[src/rtl/ofb_pkg.sv]
// Shared types, constants and functions of the obfuscated frame builder.
// Used by ofb_front, ofb_queue, ofb_back and obfuscated_frame_builder_unit.
// No dependencies.
package ofb_pkg;

    localparam int unsigned MAX_DATA    = 240;
    localparam int unsigned QUEUE_DEPTH = 4;

    localparam logic OP_START = 1'b0;
    localparam logic OP_DATA  = 1'b1;

    localparam logic [7:0]  SYNC0    = 8'hAB;
    localparam logic [7:0]  SYNC1    = 8'hCD;
    localparam logic [7:0]  TAIL0    = 8'hDC;
    localparam logic [7:0]  TAIL1    = 8'hBA;
    localparam logic [7:0]  HDR_OVH  = 8'd4;
    localparam logic [15:0] CRC_POLY = 16'h1021;

    typedef enum logic [1:0] {
        CMD_START  = 2'd0,
        CMD_DATA   = 2'd1,
        CMD_REJECT = 2'd2
    } t_cmd_kind;

    typedef struct packed {
        t_cmd_kind   kind;
        logic        last;
        logic [15:0] id;
        logic [7:0]  len;
        logic [7:0]  data;
    } t_cmd;

    typedef struct packed {
        logic full;
        logic empty;
    } t_q_status;

    function automatic logic [7:0] key_byte(input logic [3:0] idx);
        logic [7:0] k;
        case (idx)
            4'd0:    k = 8'h16;
            4'd1:    k = 8'h6C;
            4'd2:    k = 8'h14;
            4'd3:    k = 8'hE6;
            4'd4:    k = 8'h2E;
            4'd5:    k = 8'h91;
            4'd6:    k = 8'h0D;
            4'd7:    k = 8'h40;
            4'd8:    k = 8'h21;
            4'd9:    k = 8'h35;
            4'd10:   k = 8'hD5;
            4'd11:   k = 8'h40;
            4'd12:   k = 8'h13;
            4'd13:   k = 8'h03;
            4'd14:   k = 8'hE9;
            default: k = 8'h80;
        endcase
        return k;
    endfunction

    function automatic logic [15:0] crc_update(input logic [15:0] crc, input logic [7:0] b);
        logic [15:0] c;
        c = crc ^ {b, 8'h00};
        for (int i = 0; i < 8; i++) begin
            if (c[15]) begin
                c = {c[14:0], 1'b0} ^ CRC_POLY;
            end else begin
                c = {c[14:0], 1'b0};
            end
        end
        return c;
    endfunction

endpackage

[src/rtl/ofb_front.sv]
// Front end: accepts input items, tracks the open frame, and turns each item
// into a command for the back end (or drops it). Depends on ofb_pkg.
module ofb_front
    import ofb_pkg::*;
(
    input  logic        i_clk,
    input  logic        i_rst_n,
    input  logic        i_in_valid,
    output logic        o_in_ready,
    input  logic        i_operation,
    input  logic [15:0] i_cmd_id,
    input  logic [7:0]  i_body_len,
    input  logic [7:0]  i_data_byte,
    input  t_q_status   i_q_status,
    output logic        o_push,
    output t_cmd        o_cmd
);

    logic       r_open, n_open;
    logic [7:0] r_left, n_left;
    logic       w_accept;

    assign o_in_ready = !i_q_status.full;
    assign w_accept   = i_in_valid && o_in_ready;

    always_comb begin
        n_open     = r_open;
        n_left     = r_left;
        o_push     = 1'b0;
        o_cmd.kind = CMD_START;
        o_cmd.last = 1'b0;
        o_cmd.id   = i_cmd_id;
        o_cmd.len  = i_body_len;
        o_cmd.data = i_data_byte;
        if (w_accept) begin
            if (i_operation == OP_START) begin
                o_push = 1'b1;
                if (i_body_len > 8'(MAX_DATA)) begin
                    o_cmd.kind = CMD_REJECT;
                    n_open     = 1'b0;
                    n_left     = '0;
                end else begin
                    n_open = (i_body_len != '0);
                    n_left = i_body_len;
                end
            end else if (r_open && r_left != '0) begin
                o_push     = 1'b1;
                o_cmd.kind = CMD_DATA;
                o_cmd.last = (r_left == 8'd1);
                n_left     = r_left - 8'd1;
                n_open     = (r_left != 8'd1);
            end
        end
    end

    always_ff @(posedge i_clk) begin
        if (!i_rst_n) begin
            r_open <= 1'b0;
            r_left <= '0;
        end else begin
            r_open <= n_open;
            r_left <= n_left;
        end
    end

endmodule

[src/rtl/ofb_queue.sv]
// Short command queue between the front and back ends.
// Depends on ofb_pkg.
module ofb_queue
    import ofb_pkg::*;
#(
    parameter int unsigned DEPTH = QUEUE_DEPTH
) (
    input  logic      i_clk,
    input  logic      i_rst_n,
    input  logic      i_push,
    input  t_cmd      i_cmd,
    input  logic      i_pop,
    output t_cmd      o_cmd,
    output t_q_status o_status
);

    localparam int unsigned PTR_W = (DEPTH > 1) ? $clog2(DEPTH) : 1;
    localparam int unsigned CNT_W = $clog2(DEPTH + 1);

    t_cmd             r_mem [DEPTH];
    logic [PTR_W-1:0] r_wr, n_wr;
    logic [PTR_W-1:0] r_rd, n_rd;
    logic [CNT_W-1:0] r_cnt, n_cnt;

    assign o_status.full  = (r_cnt == CNT_W'(DEPTH));
    assign o_status.empty = (r_cnt == '0);
    assign o_cmd          = r_mem[r_rd];

    always_comb begin
        n_wr  = r_wr;
        n_rd  = r_rd;
        n_cnt = r_cnt;
        if (i_push) begin
            n_wr = (r_wr == PTR_W'(DEPTH - 1)) ? '0 : r_wr + 1'b1;
        end
        if (i_pop) begin
            n_rd = (r_rd == PTR_W'(DEPTH - 1)) ? '0 : r_rd + 1'b1;
        end
        if (i_push && !i_pop) begin
            n_cnt = r_cnt + 1'b1;
        end else if (!i_push && i_pop) begin
            n_cnt = r_cnt - 1'b1;
        end
    end

    always_ff @(posedge i_clk) begin
        if (i_push) begin
            r_mem[r_wr] <= i_cmd;
        end
    end

    always_ff @(posedge i_clk) begin
        if (!i_rst_n) begin
            r_wr  <= '0;
            r_rd  <= '0;
            r_cnt <= '0;
        end else begin
            r_wr  <= n_wr;
            r_rd  <= n_rd;
            r_cnt <= n_cnt;
        end
    end

endmodule

[src/rtl/ofb_back.sv]
// Back end: walks each queued command one output byte per cycle unless stalled,
// keeps the running CRC and key position, and holds the output register. Depends on ofb_pkg.
module ofb_back
    import ofb_pkg::*;
(
    input  logic       i_clk,
    input  logic       i_rst_n,
    input  t_cmd       i_cmd,
    input  t_q_status  i_q_status,
    output logic       o_pop,
    output logic       o_out_valid,
    input  logic       i_out_ready,
    output logic [7:0] o_out_byte,
    output logic       o_frame_end,
    output logic       o_rejected
);

    localparam logic [1:0] TRL_CRC_LO = 2'd0;
    localparam logic [1:0] TRL_CRC_HI = 2'd1;
    localparam logic [1:0] TRL_TAIL0  = 2'd2;
    localparam logic [1:0] TRL_TAIL1  = 2'd3;

    logic [3:0]  r_step, n_step;
    logic [15:0] r_crc, n_crc;
    logic [3:0]  r_key, n_key;
    logic        r_out_valid;
    logic [7:0]  r_out_byte;
    logic        r_frame_end;
    logic        r_rejected;

    logic        w_adv;
    logic        w_last;
    logic        w_inner;
    logic        w_trl;
    logic [1:0]  w_tix;
    logic [7:0]  w_plain;
    logic [7:0]  w_byte;
    logic        w_end;
    logic        w_rej;
    logic [8:0]  w_pay;

    assign w_adv = !i_q_status.empty && (!r_out_valid || i_out_ready);
    assign o_pop = w_adv && w_last;
    assign w_pay = {1'b0, i_cmd.len} + {1'b0, HDR_OVH};

    always_comb begin
        w_last  = 1'b0;
        w_inner = 1'b0;
        w_trl   = 1'b0;
        w_tix   = TRL_CRC_LO;
        w_plain = '0;
        w_byte  = '0;
        w_end   = 1'b0;
        w_rej   = 1'b0;
        case (i_cmd.kind)
            CMD_START: begin
                w_last = (i_cmd.len == '0) ? (r_step == 4'd11) : (r_step == 4'd7);
                if (r_step[3]) begin
                    w_trl = 1'b1;
                    w_tix = r_step[1:0];
                end else begin
                    case (r_step[2:0])
                        3'd0:    w_byte = SYNC0;
                        3'd1:    w_byte = SYNC1;
                        3'd2:    w_byte = w_pay[7:0];
                        3'd3:    w_byte = {7'd0, w_pay[8]};
                        3'd4: begin
                            w_inner = 1'b1;
                            w_plain = i_cmd.id[7:0];
                        end
                        3'd5: begin
                            w_inner = 1'b1;
                            w_plain = i_cmd.id[15:8];
                        end
                        3'd6: begin
                            w_inner = 1'b1;
                            w_plain = i_cmd.len;
                        end
                        default: begin
                            w_inner = 1'b1;
                            w_plain = '0;
                        end
                    endcase
                end
            end
            CMD_DATA: begin
                w_last = i_cmd.last ? (r_step == 4'd4) : (r_step == 4'd0);
                if (r_step == 4'd0) begin
                    w_inner = 1'b1;
                    w_plain = i_cmd.data;
                end else begin
                    w_trl = 1'b1;
                    w_tix = 2'(r_step - 4'd1);
                end
            end
            CMD_REJECT: begin
                w_last = 1'b1;
                w_end  = 1'b1;
                w_rej  = 1'b1;
            end
            default: begin
                w_last = 1'b1;
            end
        endcase
        if (w_inner) begin
            w_byte = w_plain ^ key_byte(r_key);
        end
        if (w_trl) begin
            case (w_tix)
                TRL_CRC_LO: w_byte = r_crc[7:0] ^ key_byte(r_key);
                TRL_CRC_HI: w_byte = r_crc[15:8] ^ key_byte(r_key);
                TRL_TAIL0:  w_byte = TAIL0;
                default: begin
                    w_byte = TAIL1;
                    w_end  = 1'b1;
                end
            endcase
        end
    end

    always_comb begin
        n_step = r_step;
        n_crc  = r_crc;
        n_key  = r_key;
        if (w_adv) begin
            n_step = w_last ? '0 : r_step + 4'd1;
            if (i_cmd.kind == CMD_START && r_step == 4'd0) begin
                n_crc = '0;
                n_key = '0;
            end else if (w_inner) begin
                n_crc = crc_update(r_crc, w_plain);
                n_key = r_key + 4'd1;
            end else if (w_trl && (w_tix == TRL_CRC_LO || w_tix == TRL_CRC_HI)) begin
                n_key = r_key + 4'd1;
            end
        end
    end

    always_ff @(posedge i_clk) begin
        if (!i_rst_n) begin
            r_step      <= '0;
            r_crc       <= '0;
            r_key       <= '0;
            r_out_valid <= 1'b0;
        end else begin
            r_step <= n_step;
            r_crc  <= n_crc;
            r_key  <= n_key;
            if (w_adv) begin
                r_out_valid <= 1'b1;
            end else if (i_out_ready) begin
                r_out_valid <= 1'b0;
            end
        end
    end

    always_ff @(posedge i_clk) begin
        if (w_adv) begin
            r_out_byte  <= w_byte;
            r_frame_end <= w_end;
            r_rejected  <= w_rej;
        end
    end

    assign o_out_valid = r_out_valid;
    assign o_out_byte  = r_out_byte;
    assign o_frame_end = r_frame_end;
    assign o_rejected  = r_rejected;

endmodule

[src/rtl/obfuscated_frame_builder_unit.sv]
// Top level of the obfuscated frame builder: front end, command queue, back end.
// Depends on ofb_pkg, ofb_front, ofb_queue and ofb_back.
//
// Takes one input item per cycle while the command queue has room. Every
// transfer out carries one byte; the back end emits one byte per cycle while
// it has a queued command and the output is taken: a start gives 8 bytes (12
// with a zero length), a data item 1 byte (5 on the last one, with CRC and
// trailer), a rejected start 1 byte, a dropped data item none. Sustained input
// rate is thus set by the single-byte output port; the QUEUE_DEPTH-entry queue
// absorbs header and trailer bursts.
module obfuscated_frame_builder_unit
    import ofb_pkg::*;
#(
    parameter int unsigned QUEUE_DEPTH_P = QUEUE_DEPTH
) (
    input  logic        i_clk,
    input  logic        i_rst_n,
    input  logic        i_in_valid,
    output logic        o_in_ready,
    input  logic        i_operation,
    input  logic [15:0] i_cmd_id,
    input  logic [7:0]  i_body_len,
    input  logic [7:0]  i_data_byte,
    output logic        o_out_valid,
    input  logic        i_out_ready,
    output logic [7:0]  o_out_byte,
    output logic        o_frame_end,
    output logic        o_rejected
);

    logic      w_push;
    logic      w_pop;
    t_cmd      w_cmd_in;
    t_cmd      w_cmd_head;
    t_q_status w_q_status;

    ofb_front u_front (
        .i_clk       (i_clk),
        .i_rst_n     (i_rst_n),
        .i_in_valid  (i_in_valid),
        .o_in_ready  (o_in_ready),
        .i_operation (i_operation),
        .i_cmd_id    (i_cmd_id),
        .i_body_len  (i_body_len),
        .i_data_byte (i_data_byte),
        .i_q_status  (w_q_status),
        .o_push      (w_push),
        .o_cmd       (w_cmd_in)
    );

    ofb_queue #(
        .DEPTH (QUEUE_DEPTH_P)
    ) u_queue (
        .i_clk    (i_clk),
        .i_rst_n  (i_rst_n),
        .i_push   (w_push),
        .i_cmd    (w_cmd_in),
        .i_pop    (w_pop),
        .o_cmd    (w_cmd_head),
        .o_status (w_q_status)
    );

    ofb_back u_back (
        .i_clk       (i_clk),
        .i_rst_n     (i_rst_n),
        .i_cmd       (w_cmd_head),
        .i_q_status  (w_q_status),
        .o_pop       (w_pop),
        .o_out_valid (o_out_valid),
        .i_out_ready (i_out_ready),
        .o_out_byte  (o_out_byte),
        .o_frame_end (o_frame_end),
        .o_rejected  (o_rejected)
    );

    a_no_push_full: assert property (@(posedge i_clk) disable iff (!i_rst_n)
        w_push |-> !w_q_status.full)
        else $error("command pushed into full queue");

    a_no_pop_empty: assert property (@(posedge i_clk) disable iff (!i_rst_n)
        w_pop |-> !w_q_status.empty)
        else $error("command popped from empty queue");

    a_reject_ends: assert property (@(posedge i_clk) disable iff (!i_rst_n)
        (o_out_valid && o_rejected) |-> (o_frame_end && o_out_byte == 8'h00))
        else $error("rejection transfer malformed");

    a_pop_fills_out: assert property (@(posedge i_clk) disable iff (!i_rst_n)
        w_pop |=> o_out_valid)
        else $error("command retired without output");

endmodule

[config.mk]
export PLATFORM = sky130hd
export DESIGN_NAME = obfuscated_frame_builder_unit
export DESIGN_NICKNAME = d
export VERILOG_FILES = /design/src/rtl/ofb_pkg.sv /design/src/rtl/ofb_front.sv /design/src/rtl/ofb_queue.sv /design/src/rtl/ofb_back.sv /design/src/rtl/obfuscated_frame_builder_unit.sv
export SDC_FILE = /design/constraint.sdc
export NUM_CORES = 1
export LEC_CHECK = 0
export BUFFER_PORTS_ARGS = -buffer_cell sky130_fd_sc_hd__buf_2
export CORE_MARGIN = 4
export CORE_UTILIZATION = 56
export CTS_BUF_LIST = sky130_fd_sc_hd__clkbuf_4
export CTS_CLUSTER_SIZE = 40
export DETAILED_ROUTE_END_ITERATION = 10
export GPL_ROUTABILITY_DRIVEN = 1
export GPL_TIMING_DRIVEN = 0
export HOLD_SLACK_MARGIN = 0.15
export PLACE_DENSITY = 0.82
export SKIP_CTS_REPAIR_TIMING = 1
export SLEW_MARGIN = 20
export SYNTH_ARGS = -nofsm -noshare
export SYNTH_HDL_FRONTEND = slang
export SYNTH_SLANG_ARGS = --single-unit
[constraint.sdc]
create_clock -name i_clk -period 6.8 [get_ports i_clk]
set_clock_uncertainty 0.05 [all_clocks]
set_input_delay 0.34 -clock i_clk [delete_from_list [all_inputs] [get_ports i_clk]]
set_output_delay 0.34 -clock i_clk [all_outputs]
set_load 0.05 [all_outputs]
==> impl_metrics.toml <==
[placement]
detailed_place_hpwl_um = 15600
io_buffer_count = 46
place.gp.congestion = 0.893
place_area_sq_um = 10500

[worst_setup_path]
cp-end-kind = "register"
cp_max_fo = 10
cp.required_ns = 7.33
startpoint_type = "register"
setup.worst_path.class = "register to register"
cp.arrival_ns = 5.08

[floorplan]
dieArea_sq_um = 19800
pin_count = 49
rows = 48
start_util_pct = 57.1
die_y_um = 141
core_area_sq_um = 17200
die_w_um = 141

[global_route]
grt_pass1_wl_um = 35800
antenna_found_initial = 1
grt_use_total_pct = 22.8
gr-total-overflow = 0
grt_pass1_vias = 6802
grt_max_degree = 29

[min_path]
min-delay-path-class = "input pin to register"

[synth]
seq_area_frac_synth_pct = 56.1
syn_inst = 766
synth_top_flop_cell = "edfxtp_1"
synth.distinct_cells = 79
postSynthAreaPerCell_sq_um = 12.8
synth_xor_area_share_pct = 3.39
synth_fa_ha_area_share_pct = 2.87
syn_area_sq_um = 9840
synthArstFlopShare_pct = 0
synth_edf_count = 150
yosysTopAreaCell = "edfxtp_1"
syn_nets = 825
ys_top_cells_by_area = "edfxtp_1 46%, dfxtp_1 10%, mux4_2 6.2%, ha_1 2.7%, mux2i_1 2.4%"
synth_compound_area_share_pct = 12.0
yosysWarnings = 0
synth_top_cell_area_share_pct = 45.8
synth-simple-area-share_pct = 11.0
ys_ff_latch = 201
synthMuxAreaShare_pct = 11.2
synth_top_family_by_area = "compound AO/OA/AOI/OAI gates"

[cells_and_area]
areaGrowthSynthToFinish_pct = 15.7
nets = 961
drive_gt1_share_pct = 20.7
fillers = 1227
final_area_sq_um = 11400

[sta]
period_share_pct = 66.9
relSlewSlack_pct = 34.8
rsz0062_at_grt = "false"
slew_violations = 0
fin_crit_ns = 4.55
tightest_slew_ns = 0.978
fin_setup_tns_ns = 0
setup_viol = 0
fmax_ghz = 0.220
hold_viol = 0

[clock_network]
cts_max_level = 2
cts_tree = "yes"
clock_latency_ns = 0.66
clkSinkCount = 201
clock_path_buffers = 3
root_buffer = "clkbuf_4"
clkTransAtPathRegs_ns = 0.08
numCtsBuffers = 50

[detailed_routing]
drt-initial-drc-count = 674
firstDrtPassIters = 7
vias = 7026
viasPerCell = 6.03
wl_per_cell_um = 19.5
drtAntennaViolNets = 0
wl_um = 22700
route.detailed.drc = 0

[power]
power_density_nw_per_um2 = 331
peakVddDrop_mv = 0.260
total_power_mw = 3.76
total_leakage_power_nw = 4.02

[run]
max-cap-violations = 0

[outcome]
status = "finished clean"
-- registers in the layout, indices dropped and copies added, names as in the netlist, named ones only --
register            count
u_back.r_key            4
u_front.r_open          1
u_queue.r_mem         140
u_back.o_rejected       1
u_front.r_left          8
u_back.r_step           4
u_back.o_out_byte       8
u_back.r_crc           16
u_queue.r_wr            2
u_back.o_frame_end      1
u_queue.r_cnt           3
u_back.o_out_valid      1
u_queue.r_rd            2
-- routing by layer --
layer,track usage [%],up-vias,share of wire [%]
li1,-,3258,-
met1,30.3,3401,41
met2,37.5,311,49
met3,4.92,56,7.2
met4,7.65,0,2.5
met5,0,-,0
-- Yosys cell counts (5+ instances only) --
master,n
a22oi_1,10
mux4_2,27
nor3_1,14
or2_2,8
ha_1,21
o21ai_0,35
nor2_1,46
and3_1,7
or3_1,9
dfxtp_1,51
nand2b_1,6
xnor2_1,11
o211a_1,5
a31oi_1,6
a221oi_1,5
and2_1,16
a211oi_1,8
clkbuf_1,17
xor2_1,9
nor2b_1,7
inv_1,31
xnor3_1,6
mux2i_1,24
edfxtp_1,150
o22ai_1,6
mux4_1,8
buf_4,5
buf_2,8
a21oi_1,39
nand2_1,60
nand3_1,23
-- critical path: stages (launching register included) --
cell      delay (ns)
dfxtp_1         0.33
buf_6           0.14
buf_12          0.15
buf_6           0.18
buf_4           0.27
mux4_2          0.62
inv_1           0.09
ha_1            0.13
or4b_4          0.46
o21ai_1         0.14
o21bai_1        0.08
a311o_1         0.37
buf_6           0.14
nand2_1         0.07
ha_1            0.19
inv_1           0.06
fa_1            0.38
xor2_1          0.18
or3_1           0.30
a21oi_1         0.13
-- logic make-up after synthesis --
family                   after synthesis
buffers and inverters                 67
flip-flops                           201
multiplexers                          63
AND/OR/NAND/NOR                      218
AO/OA/AOI/OAI                        168
XOR/XNOR                              27
adder cells (fa/ha/maj)               22
-- where the power goes --
part	total (mW)	switching, mW	internal [mW]
combinational	1.29	0.780	0.512
clock	0.935	0.482	0.453
sequential	1.54	0.0690	1.47
total	3.76	1.33	2.43
-- cell usage in the layout (no fill, tap or decap), drive strengths merged, types with 23 or more instances in the layout --
master,n
a21oi,40
buf,69
clkbuf,82
dfxtp,51
dlygate4sd3,34
edfxtp,150
inv,34
mux2i,25
mux4,35
nand2,60
nand3,23
nor2,46
o21ai,38
-- metrics by stage --
stage | setup slack, ns | std cells | utilization, % | hold slack, ns
after floorplan | 2.64 | 766 | - | 0.389
after global placement | 2.33 | 1037 | 60.1 | 0.405
after global routing | 2.06 | 1165 | 66.1 | 0.166
after CTS | 2.24 | 1130 | 64.1 | -0.200
after detailed placement | 2.25 | 1041 | 60.6 | 0.412
final | 2.25 | 1165 | 66.1 | 0.167
-- final cells by class --
cell class	count	area (sq um)	share of cell area (%)
multi-input cells	498	3990	35.1
plain buffers	36	210	1.85
diodes	1	2.50	0.0220
well taps	225	282	2.47
repair buffers	84	666	5.85
flip-flops and latches	201	5530	48.5
inverters	31	116	1.02
clock inverters	24	104	0.912
clock buffers	65	488	4.29
-- path summary, 6_finish.rpt --
check	endpoint	startpoint	cells after the start	slack [ns]
max	u_queue.r_cnt[2]	register	19	2.25
min	u_back.r_crc[6]	i_rst_n	3	0.17
max reg2reg	u_queue.r_cnt[2]	register	19	2.25
min reg2reg	u_back.o_out_valid	u_back.o_out_valid	2	0.42
Note: power is estimated with default switching activity, not from simulation.
